[src/rtl/core/bcpc_pkg.sv]
// Package: curve points, gains and reciprocal constants for the charge curve lookup.
package bcpc_pkg;

  localparam int unsigned MvW     = 16;
  localparam int unsigned PctW    = 7;
  localparam int unsigned NumPoints = 13;
  localparam int unsigned IdxW    = $clog2(NumPoints + 1);
  localparam int unsigned OverW   = 7;   // offset inside a segment stays below 100
  localparam int unsigned GainW   = 5;   // rise scaled to a 100 mV step, at most 20
  localparam int unsigned ProdW   = OverW + GainW;
  localparam int unsigned RecipW  = 6;
  localparam int unsigned ScaledW = ProdW + RecipW;

  // floor(p / 100) == (p * 41) >> 12 for every p below 1000
  localparam logic [RecipW-1:0] RecipMul   = 6'd41;
  localparam int unsigned       RecipShift = 12;
  localparam int unsigned       QuotW      = 4;

  localparam logic [MvW-1:0] CurveMv [NumPoints] = '{
    16'd4200, 16'd4100, 16'd4000, 16'd3900, 16'd3850, 16'd3800, 16'd3750,
    16'd3700, 16'd3650, 16'd3600, 16'd3500, 16'd3400, 16'd3300
  };

  localparam logic [PctW-1:0] CurvePct [NumPoints] = '{
    7'd100, 7'd92, 7'd84, 7'd74, 7'd66, 7'd58, 7'd48,
    7'd40,  7'd30, 7'd22, 7'd12, 7'd5,  7'd0
  };

  // Percent rise from point k up to point k-1, scaled so every segment divides by 100.
  // The top point has no segment above it.
  localparam logic [GainW-1:0] CurveGain [NumPoints] = '{
    5'd0,  5'd8,  5'd8,  5'd10, 5'd16, 5'd16, 5'd20,
    5'd16, 5'd20, 5'd16, 5'd10, 5'd7,  5'd5
  };

endpackage

[src/rtl/core/bcpc_in_if.sv]
// Interface: input channel carrying one cell voltage sample.
interface bcpc_in_if;
  import bcpc_pkg::*;

  logic           valid;
  logic           ready;
  logic [MvW-1:0] cell_millivolts;

  modport source (output valid, output cell_millivolts, input ready);
  modport sink   (input valid, input cell_millivolts, output ready);
endinterface

[src/rtl/core/bcpc_out_if.sv]
// Interface: output channel carrying one charge estimate.
interface bcpc_out_if;
  import bcpc_pkg::*;

  logic            valid;
  logic            ready;
  logic [PctW-1:0] charge_percent;

  modport source (output valid, output charge_percent, input ready);
  modport sink   (input valid, input charge_percent, output ready);
endinterface

[src/rtl/core/battery_charge_percent_curve_core.sv]
// Top level: three-stage pipelined voltage to charge percent curve lookup.
//
//  channel | dir | payload                  | transfer when
//  --------+-----+--------------------------+--------------------
//  in_i    | in  | cell_millivolts [15:0]   | valid & ready
//  out_o   | out | charge_percent  [6:0]    | valid & ready
//
// Three register stages; one sample enters every cycle unless the output
// stalls. Stage 1 picks the segment, stage 2 multiplies the offset by the
// segment gain, stage 3 divides by 100 with a reciprocal and adds the base
// percent. Reset clears the valid bits only. A stall at the output freezes
// every stage together and drops ready.
module battery_charge_percent_curve_core (
  input  logic              clk_i,
  input  logic              rst_ni,
  bcpc_in_if.sink           in_i,
  bcpc_out_if.source        out_o
);
  import bcpc_pkg::*;

  logic                 advance;

  logic [NumPoints-1:0] below;
  logic [IdxW-1:0]      seg;
  logic [IdxW-1:0]      s1_idx_d;
  logic [OverW-1:0]     s1_over_d;
  logic [MvW-1:0]       diff;

  logic                 s1_valid_q;
  logic [IdxW-1:0]      s1_idx_q;
  logic [OverW-1:0]     s1_over_q;

  logic                 s2_valid_q;
  logic [ProdW-1:0]     s2_prod_q;
  logic [PctW-1:0]      s2_base_q;
  logic [ProdW-1:0]     s2_prod_d;

  logic                 s3_valid_q;
  logic [PctW-1:0]      s3_pct_q;
  logic [ScaledW-1:0]   scaled;
  logic [QuotW-1:0]     quot;
  logic [PctW-1:0]      s3_pct_d;

  // Move the whole pipe when the output slot is free or being taken.
  assign advance    = !s3_valid_q || out_o.ready;
  assign in_i.ready = advance;

  // Stage 1: locate the segment; the curve is descending so below[] is a thermometer code.
  always_comb begin
    for (int j = 0; j < NumPoints; j++) begin
      below[j] = in_i.cell_millivolts < CurveMv[j];
    end
    seg  = IdxW'($countones(below));
    diff = '0;
    if (seg == '0) begin
      s1_idx_d  = '0;
      s1_over_d = '0;
    end else if (seg == IdxW'(NumPoints)) begin
      s1_idx_d  = IdxW'(NumPoints - 1);
      s1_over_d = '0;
    end else begin
      s1_idx_d  = seg;
      diff      = in_i.cell_millivolts - CurveMv[seg];
      s1_over_d = diff[OverW-1:0];
    end
  end

  always_ff @(posedge clk_i or negedge rst_ni) begin
    if (!rst_ni) begin
      s1_valid_q <= 1'b0;
    end else if (advance) begin
      s1_valid_q <= in_i.valid;
    end
  end

  always_ff @(posedge clk_i) begin
    if (advance) begin
      s1_idx_q  <= s1_idx_d;
      s1_over_q <= s1_over_d;
    end
  end

  // Stage 2: offset times gain.
  assign s2_prod_d = ProdW'(s1_over_q) * ProdW'(CurveGain[s1_idx_q]);

  always_ff @(posedge clk_i or negedge rst_ni) begin
    if (!rst_ni) begin
      s2_valid_q <= 1'b0;
    end else if (advance) begin
      s2_valid_q <= s1_valid_q;
    end
  end

  always_ff @(posedge clk_i) begin
    if (advance) begin
      s2_prod_q <= s2_prod_d;
      s2_base_q <= CurvePct[s1_idx_q];
    end
  end

  // Stage 3: truncating divide by 100 through the reciprocal, then add the base.
  assign scaled   = ScaledW'(s2_prod_q) * ScaledW'(RecipMul);
  assign quot     = scaled[RecipShift +: QuotW];
  assign s3_pct_d = s2_base_q + PctW'(quot);

  always_ff @(posedge clk_i or negedge rst_ni) begin
    if (!rst_ni) begin
      s3_valid_q <= 1'b0;
    end else if (advance) begin
      s3_valid_q <= s2_valid_q;
    end
  end

  always_ff @(posedge clk_i) begin
    if (advance) begin
      s3_pct_q <= s3_pct_d;
    end
  end

  assign out_o.valid          = s3_valid_q;
  assign out_o.charge_percent = s3_pct_q;

`ifndef NO_ASSERTIONS
  // The top of the curve carries no offset.
  a_sat_no_offset: assert property (@(posedge clk_i) disable iff (!rst_ni)
    (s1_valid_q && s1_idx_q == '0) |-> s1_over_q == '0)
    else $error("saturated segment with nonzero offset");

  // The reciprocal divide is exact only for products below 1000.
  a_prod_range: assert property (@(posedge clk_i) disable iff (!rst_ni)
    s2_valid_q |-> s2_prod_q < ProdW'(1000))
    else $error("segment product out of reciprocal range");

  // A stall holds the inner stages in place.
  a_stall_hold: assert property (@(posedge clk_i) disable iff (!rst_ni)
    (s2_valid_q && !advance) |=> (s2_valid_q && $stable(s2_prod_q) && $stable(s2_base_q)))
    else $error("stage 2 changed during a stall");

  a_pct_range: assert property (@(posedge clk_i) disable iff (!rst_ni)
    s3_valid_q |-> s3_pct_q <= PctW'(100))
    else $error("charge percent above 100");
`endif

endmodule

[src/flat_wrapper.sv]
// flat-port wrapper written by rule: the top's interface ports become plain ports
module battery_charge_percent_curve_core_flat import bcpc_pkg::*;
  (clk_i, rst_ni, in_i_valid, in_i_cell_millivolts, in_i_ready, out_o_valid, out_o_charge_percent, out_o_ready);
  bcpc_in_if in_i_i ();
  bcpc_out_if out_o_i ();
  input  logic clk_i;
  input  logic rst_ni;
  input wire logic [$bits(in_i_i.valid)-1:0] in_i_valid;
  input wire logic [$bits(in_i_i.cell_millivolts)-1:0] in_i_cell_millivolts;
  output wire logic [$bits(in_i_i.ready)-1:0] in_i_ready;
  output wire logic [$bits(out_o_i.valid)-1:0] out_o_valid;
  output wire logic [$bits(out_o_i.charge_percent)-1:0] out_o_charge_percent;
  input wire logic [$bits(out_o_i.ready)-1:0] out_o_ready;
  assign in_i_i.valid = in_i_valid;
  assign in_i_i.cell_millivolts = in_i_cell_millivolts;
  assign in_i_ready = in_i_i.ready;
  assign out_o_valid = out_o_i.valid;
  assign out_o_charge_percent = out_o_i.charge_percent;
  assign out_o_i.ready = out_o_ready;
  battery_charge_percent_curve_core u_core (.clk_i(clk_i), .rst_ni(rst_ni), .in_i(in_i_i), .out_o(out_o_i));
endmodule
[config.mk]
export PLATFORM = sky130hd
export DESIGN_NAME = battery_charge_percent_curve_core_flat
export DESIGN_NICKNAME = d
export VERILOG_FILES = /design/src/rtl/core/bcpc_pkg.sv /design/src/rtl/core/bcpc_in_if.sv /design/src/rtl/core/bcpc_out_if.sv /design/src/rtl/core/battery_charge_percent_curve_core.sv /design/src/flat_wrapper.sv
export SDC_FILE = /design/constraint.sdc
export NUM_CORES = 1
export LEC_CHECK = 0
export BUFFER_PORTS_ARGS = -buffer_cell sky130_fd_sc_hd__buf_4
export CAP_MARGIN = 20
export CORE_UTILIZATION = 30
export CTS_CLUSTER_DIAMETER = 150
export DETAILED_ROUTE_END_ITERATION = 6
export PLACE_DENSITY = 0.46
export RECOVER_POWER = 100
export SYNTH_ARGS = -nofsm -noshare
export SYNTH_HDL_FRONTEND = slang
export SYNTH_SLANG_ARGS = --single-unit
[constraint.sdc]
create_clock -name clk_i -period 3.95 [get_ports clk_i]
set_input_delay 0.79 -clock clk_i [delete_from_list [all_inputs] [get_ports clk_i]]
set_output_delay 0.79 -clock clk_i [all_outputs]
set_load 0.005 [all_outputs]
==> results of run 1 <==
## area by class of cell
class / count / area (µm²) / area share (%)
clock inverter: 3 / 46.29 / 0.7169
tap: 184 / 230.2 / 3.565
sequential: 40 / 1186 / 18.37
multi-input combinational: 346 / 3650 / 56.52
inverter: 76 / 287.8 / 4.457
clock buffer: 5 / 125.1 / 1.938
timing repair buffer: 121 / 932.1 / 14.44
## logic make-up after synthesis
group | Yosys count | synth area share [%]
AO/OA/AOI/OAI | 87 | 12.16
XOR/XNOR | 24 | 4.591
adder cells (fa/ha/maj) | 110 | 35.15
buffers and inverters | 88 | 7.379
flip-flops | 40 | 25.91
multiplexers | 4 | 1.202
AND/OR/NAND/NOR | 120 | 13.61
## layer usage
layer | share of wire [%] | vias to the layer above | track usage, %
li1 | - | 1847 | -
met1 | 40 | 1705 | 13.22
met2 | 57 | 37 | 26.18
met3 | 1.7 | 13 | 1.583
met4 | 1.6 | 0 | 4.017
met5 | 0 | - | 0
## worst max-delay path by stage
stage                                   from             endpoint  slack, ns  depth (start not counted)
global route        in_i_cell_millivolts[13]  u_core.s1_over_q[6]      -2.19                         23
detailed placement   in_i_cell_millivolts[3]  u_core.s1_over_q[5]      -2.43                         25
floorplan           in_i_cell_millivolts[13]  u_core.s1_over_q[5]      -2.15                         23
finish              in_i_cell_millivolts[13]  u_core.s1_over_q[6]      -2.00                         22
CTS                 in_i_cell_millivolts[13]  u_core.s1_over_q[6]      -2.07                         22
global placement     in_i_cell_millivolts[2]  u_core.s1_over_q[6]      -2.27                         24
## cells in the final DEF (no fill, tap or decap), types with 4 or more instances in the layout
| cell type | instances |
|---|---|
| buf_4 | 94 |
| inv_1 | 59 |
| ha_1 | 59 |
| edfxtp_1 | 37 |
| nor2_1 | 24 |
| fa_1 | 24 |
| nand2_1 | 22 |
| ha_4 | 17 |
| and2_1 | 16 |
| inv_2 | 16 |
| a21oi_1 | 14 |
| xnor2_1 | 14 |
| clkbuf_4 | 13 |
| a21oi_2 | 12 |
| a21o_1 | 9 |
| buf_6 | 8 |
| o21ai_0 | 7 |
| xor2_1 | 7 |
| fa_2 | 7 |
| nand2b_1 | 6 |
| o21a_1 | 5 |
| nor2b_1 | 5 |
| nand3_1 | 5 |
| clkbuf_16 | 5 |
| clkbuf_1 | 5 |
| nand2_2 | 4 |
| o211ai_1 | 4 |
| nor3_2 | 4 |
## registers in the layout, summed over array words and instances (netlist names)
signal,flops
u_core.s1_over_q,7
u_core.s2_valid_q,1
u_core.s1_idx_q,4
u_core.s1_valid_q,1
u_core.out_o.valid,1
u_core.out_o.charge_percent,7
u_core.s2_base_q,7
u_core.s2_prod_q,12
## through the flow
stage | setup WS (ns) | power, mW | cells
2_1_floorplan | -2.150 | 2.693 | 473
3_3_place_gp | -2.274 | 3.564 | 754
3_5_place_dp | -2.433 | 3.618 | 754
4_1_cts | -2.069 | 4.367 | 768
5_1_grt | -2.189 | 5.356 | 775
6_report | -2.000 | 4.870 | 775
## what timing repair did
| action | CTS | global route |
|---|---|---|
| pin swaps | 34 | 69 |
| endpoints found under the setup margin | 19 | 20 |
| endpoints found under the hold margin | 0 | 0 |
| cloned | 0 | 1 |
| gates resized for setup | 47 | 65 |
| setup buffers | 6 | 7 |
## power breakdown
group	internal, mW	switching [mW]	leakage [nW]
combinational	1.83	1.69	2.51
clock	0.300	0.174	0.0804
sequential	0.751	0.120	0.421
==> impl_metrics.csv, run 1 <==
group,metric,value,unit
finish,final_util,43.93,%
finish,fin_area,6457,µm²
timing,fin_skew,0.006824,ns
routing,wl,9.716,mm
worst_hold_path,min_path_type,"input pin to asynchronous set/reset pin",
setup_path,critPathRequiredTime,4.00,ns
routing,num_vias,3602,
timing,rsz0062_at_grt,"yes",
setup_path,cp-end-kind,"flop",
floorplanning,boundaryPins,29,
finish,drive_gt1_share,39.93,%
clock_network,clock-sinks,40,
synth,synth_edf_count,37,
setup_path,timing.rr.start,"u_core.s1_idx_q[0]",
floorplanning,dieArea,15760,µm²
placed_design,gp_congestion,0.8101,
synth,async_flop_share,7.500,%
floorplanning,fp.dieW,125.5,µm
clock_network,cts_tree,"yes",
status,violations,"DRC, capacitance limit, slew limit, setup timing",
clock_network,root_buffer,"clkbuf_16",
synth,synth_cell_types,52,
setup_path,slowest_delay,0.51,ns
timing,final_hold_viol_count,0,
finish,diodes,0,
synth,synth_warnings,0,
timing,fin_ws,-2.000,ns
routing,dr.first_iter.drc_count,45,
placed_design,hpwl,7.810,mm
routing,avgViaCountPerCell,4.648,
timing,tns,-15.72,ns
timing,hold_slack,0.2948,ns
global_routing,grt_max_degree,41,
power_and_ir_drop,powerDensity,754.2,nW/µm²
setup_path,startpoint_type,"input pin",
setup_path,r2r-end,"u_core.s2_prod_q[9]",
global_routing,grt_pass1_wl,16.51,mm
floorplanning,rows,44,
synth,synthTopCellsByCount,"ha_1, inv_1, edfxtp_1",
placed_design,port_buffers,28,
setup_path,crit_fanout,8,
finish,nFillCells,1409,
setup_path,worst-path-buf-inv,4,
setup_path,worstRegToRegCells,13,
floorplanning,die_y,125.5,µm
setup_path,worstPathArrival,6.00,ns
synth,synth-seq-cells,40,
power_and_ir_drop,leakagePower,3.013,nW
setup_path,r2r_slack,-0.16,ns
power_and_ir_drop,max-vdd-ir-drop,0.4074,mV
global_routing,grt_pass1_vias,3805,
setup_path,crit_family,"adder cells",
synth,synth_cells,473,
clock_network,clk_pin_slew,0.06,ns
clock_network,cts_max_level,2,
timing,worst_pin_slew,2.082,ns
setup_path,cp_cell_sequence,"buf_6, or3_4, or2_4, a31oi_4, ha_4, inv_2, fa_1, fa_1, fa_1, fa_2, inv_2, fa_2, inv_4, ha_4, o211ai_1, o31a_1, ha_4, o21a_1, o311a_1, a211oi_2, and3_4, nor3_2",
timing,max_slew_margin,-38.83,%
routing,drc,1,
timing,setup_violations,15,
timing,min_period_over_period,150.6,%
placed_design,placed_area,5727,µm²
finish,area_delta_synth_final,41.05,%
routing,wl_per_cell,12.54,µm
clock_network,hold_buffers,0,
global_routing,grt_usage,12.79,%
synth,seq_area_frac_synth,25.91,%
clock_network,cts_made_buffers,5,
global_routing,overflow,0,
synth,synth_top_area_share,24.27,%
synth,syn_area_per_cell,9.679,µm²
setup_path,critPathSlowestCell,"fa_1",
clock_network,cts_buffer_depth,2,
status,outcome,"finished with violations",
routing,ant_nets,0,
synth,yosys-top-cells-area,"edfxtp_1, ha_1, fa_1",
clock_network,clk_latency,0.29,ns
routing,drt-pass1-iter-count,6,
timing,fmax,0.1681,GHz
floorplanning,start_util,31.15,%
synth,ys.flop_type,"edfxtp_1",
timing,min_period,5.950,ns
global_routing,antenna_found_initial,0,
floorplanning,core,14700,µm²
flow_run,cap_violations,1,
setup_path,criticalPathCategory,"input pin to flop",
synth,yosys.area.top_type,"edfxtp_1",
synth,synth_nets,603,
synth,synth_most_common_cell,"ha_1",
finish,layout.nets,720,
timing,drv_slew,41,
synth,syn_area,4578,µm²
No activity file was read; power rests on OpenSTA's default activity.
==> run 2: changes to the inputs <==
- BUFFER_PORTS_ARGS: -buffer_cell sky130_fd_sc_hd__buf_4 -> -buffer_cell sky130_fd_sc_hd__buf_2
==> run 2 against run 1 <==
  * The run still ends with DRC, capacitance limit, slew limit, setup timing left
  * Maximum frequency shrank 0.76%
  * Sequential share of layout area barely moved
  * Register-to-register slack got worse by 0.17 ns
  * Routed wire length up 1.3%
  * Largest power group unchanged
==> impl_metrics.csv, run 2 (same netlist as run 1, synthesis figures left out) <==
group,metric,value,unit
finish,largest_reg_flops,12,
clock_network,clock-sinks,40,
placed_design,place_inst,756,
power_and_ir_drop,powerDensity,738.6,nW/µm²
timing,min_period_over_period,151.8,%
finish,regMostFlops,"u_core.s2_prod_q",
placed_design,dp_slack,-2.418,ns
placed_design,gp_congestion,0.8165,
timing,final_hold_viol_count,0,
clock_network,clk_latency,0.29,ns
routing,wl_per_cell,12.54,µm
floorplanning,core,14700,µm²
routing,wl,9.844,mm
placed_design,hpwl,7.800,mm
finish,mostFrequentLayoutCells,"buf_4, inv_1, ha_1",
placed_design,port_buffers,28,
timing,worst_pin_slew,2.110,ns
clock_network,hold_buffers,0,
global_routing,antenna_found_initial,0,
routing,drt-pass1-iter-count,6,
setup_path,slowest_delay,0.51,ns
power_and_ir_drop,max-vdd-ir-drop,0.3688,mV
timing,fmax,0.1668,GHz
power_and_ir_drop,leakagePower,3.046,nW
timing,drv_slew,41,
status,outcome,"finished with violations",
clock_network,cts_tree,"yes",
setup_path,cp_cell_sequence,"buf_6, or3_4, or2_4, a21oi_2, ha_1, inv_2, fa_1, fa_1, fa_1, fa_2, inv_2, fa_2, inv_4, ha_4, o211ai_1, o31a_1, ha_4, o21a_1, o311a_1, a211oi_2, and3_4, nor3_2",
finish,fin_cells,785,
setup_path,worst-path-buf-inv,4,
global_routing,overflow,0,
floorplanning,fp.dieW,125.5,µm
routing,num_vias,3648,
finish,area_delta_synth_final,40.86,%
clock_network,cts_buffer_depth,2,
setup_path,worstPathArrival,6.04,ns
floorplanning,rows,44,
placed_design,placed_area,5672,µm²
timing,fin_ws,-2.045,ns
finish,layout_commonest_cell,"buf_4",
setup_path,timing.rr.start,"u_core.s1_idx_q[0]",
worst_hold_path,min_path_type,"input pin to asynchronous set/reset pin",
setup_path,crit_family,"adder cells",
floorplanning,boundaryPins,29,
setup_path,startpoint_type,"input pin",
setup_path,crit_fanout,8,
timing,min_period,5.995,ns
timing,fin_skew,0.008249,ns
setup_path,critPathMostFrequentCell,"fa_1",
finish,diodes,0,
global_routing,grt_usage,13.00,%
global_routing,grt_max_degree,41,
floorplanning,dieArea,15760,µm²
finish,fin_area,6449,µm²
setup_path,r2r-end,"u_core.s2_prod_q[9]",
finish,drive_gt1_share,39.93,%
clock_network,cts_max_level,2,
routing,dr.first_iter.drc_count,70,
flow_run,cap_violations,1,
setup_path,worstRegToRegCells,16,
finish,layout.nets,730,
timing,setup_violations,17,
finish,nFillCells,1403,
setup_path,r2r_slack,-0.33,ns
routing,ant_nets,0,
timing,max_slew_margin,-40.64,%
setup_path,cp-end-kind,"flop",
floorplanning,start_util,31.15,%
power_and_ir_drop,power,4.763,mW
global_routing,grt_pass1_vias,3818,
routing,drc,1,
setup_path,critPathRequiredTime,4.00,ns
floorplanning,die_y,125.5,µm
setup_path,criticalPathCategory,"input pin to flop",
status,violations,"DRC, capacitance limit, slew limit, setup timing",
setup_path,critPathSlowestCell,"fa_1",
timing,rsz0062_at_grt,"yes",
clock_network,cts_made_buffers,5,
clock_network,root_buffer,"clkbuf_16",
routing,avgViaCountPerCell,4.647,
clock_network,clk_pin_slew,0.06,ns
global_routing,grt_pass1_wl,16.64,mm
==> run 2: how the worst max path moves through the flow <==
stage | cells after the start | startpoint | end
6_report | 22 | in_i_cell_millivolts[13] | u_core.s1_over_q[6]
5_1_grt | 22 | in_i_cell_millivolts[13] | u_core.s1_over_q[6]
4_1_cts | 22 | in_i_cell_millivolts[13] | u_core.s1_over_q[6]
3_5_place_dp | 24 | in_i_cell_millivolts[3] | u_core.s1_over_q[5]
3_3_place_gp | 24 | in_i_cell_millivolts[2] | u_core.s1_over_q[6]
2_1_floorplan | 23 | in_i_cell_millivolts[13] | u_core.s1_over_q[5]
==> run 2: final cells by class <==
cell class	instances	area [µm²]	area share [%]
inverters	76	290.3	4.501
well taps	184	230.2	3.570
flip-flops and latches	40	1186	18.39
clock buffers	5	125.1	1.940
repair buffers	132	973.4	15.10
clock inverters	3	46.29	0.7179
multi-input cells	345	3597	55.78
==> run 2: what timing repair did <==
item                       4_1_cts  5_1_grt
setup endpoints to repair       19       21
resized for setup               56       57
pin swaps                       34       55
buffers inserted                13       11
==> run 2: worst register-to-register path, cell delays in order, from the launching register on <==
cell	delay, ns
edfxtp_1	0.41
inv_1	0.17
ha_1	0.28
a21oi_2	0.37
dlygate4sd2_1	0.29
and2_1	0.13
ha_1	0.15
inv_1	0.05
fa_1	0.46
fa_1	0.50
inv_2	0.05
ha_4	0.24
and3_4	0.17
a221o_1	0.33
nand2b_4	0.17
o21a_1	0.12
xor2_1	0.13
==> run 2: where the power goes <==
part / internal [mW] / leakage, nW / total [mW] / switching, mW
clock: 0.300 / 0.0804 / 0.479 / 0.179
sequential: 0.751 / 0.421 / 0.867 / 0.117
combinational: 1.78 / 2.54 / 3.42 / 1.63
==> run 2: metrics by stage <==
step / hold WS (ns) / setup TNS [ns] / utilization [%]
detailed placement: 0.4575 / -20.80 / 38.59
finish: 0.3034 / -16.21 / 43.87
floorplan: 0.4305 / -16.16 / -
global placement: 0.4384 / -19.74 / 38.59
CTS: 0.2752 / -15.58 / 42.02
global route: 0.3054 / -19.40 / 43.87
==> run 2: routing by layer <==
metal	GRT usage, %	vias up	part of all wire, %
li1	-	1865	-
met1	13.19	1729	40
met2	26.73	38	56
met3	1.540	16	1.5
met4	4.591	0	2.5
met5	0	-	0
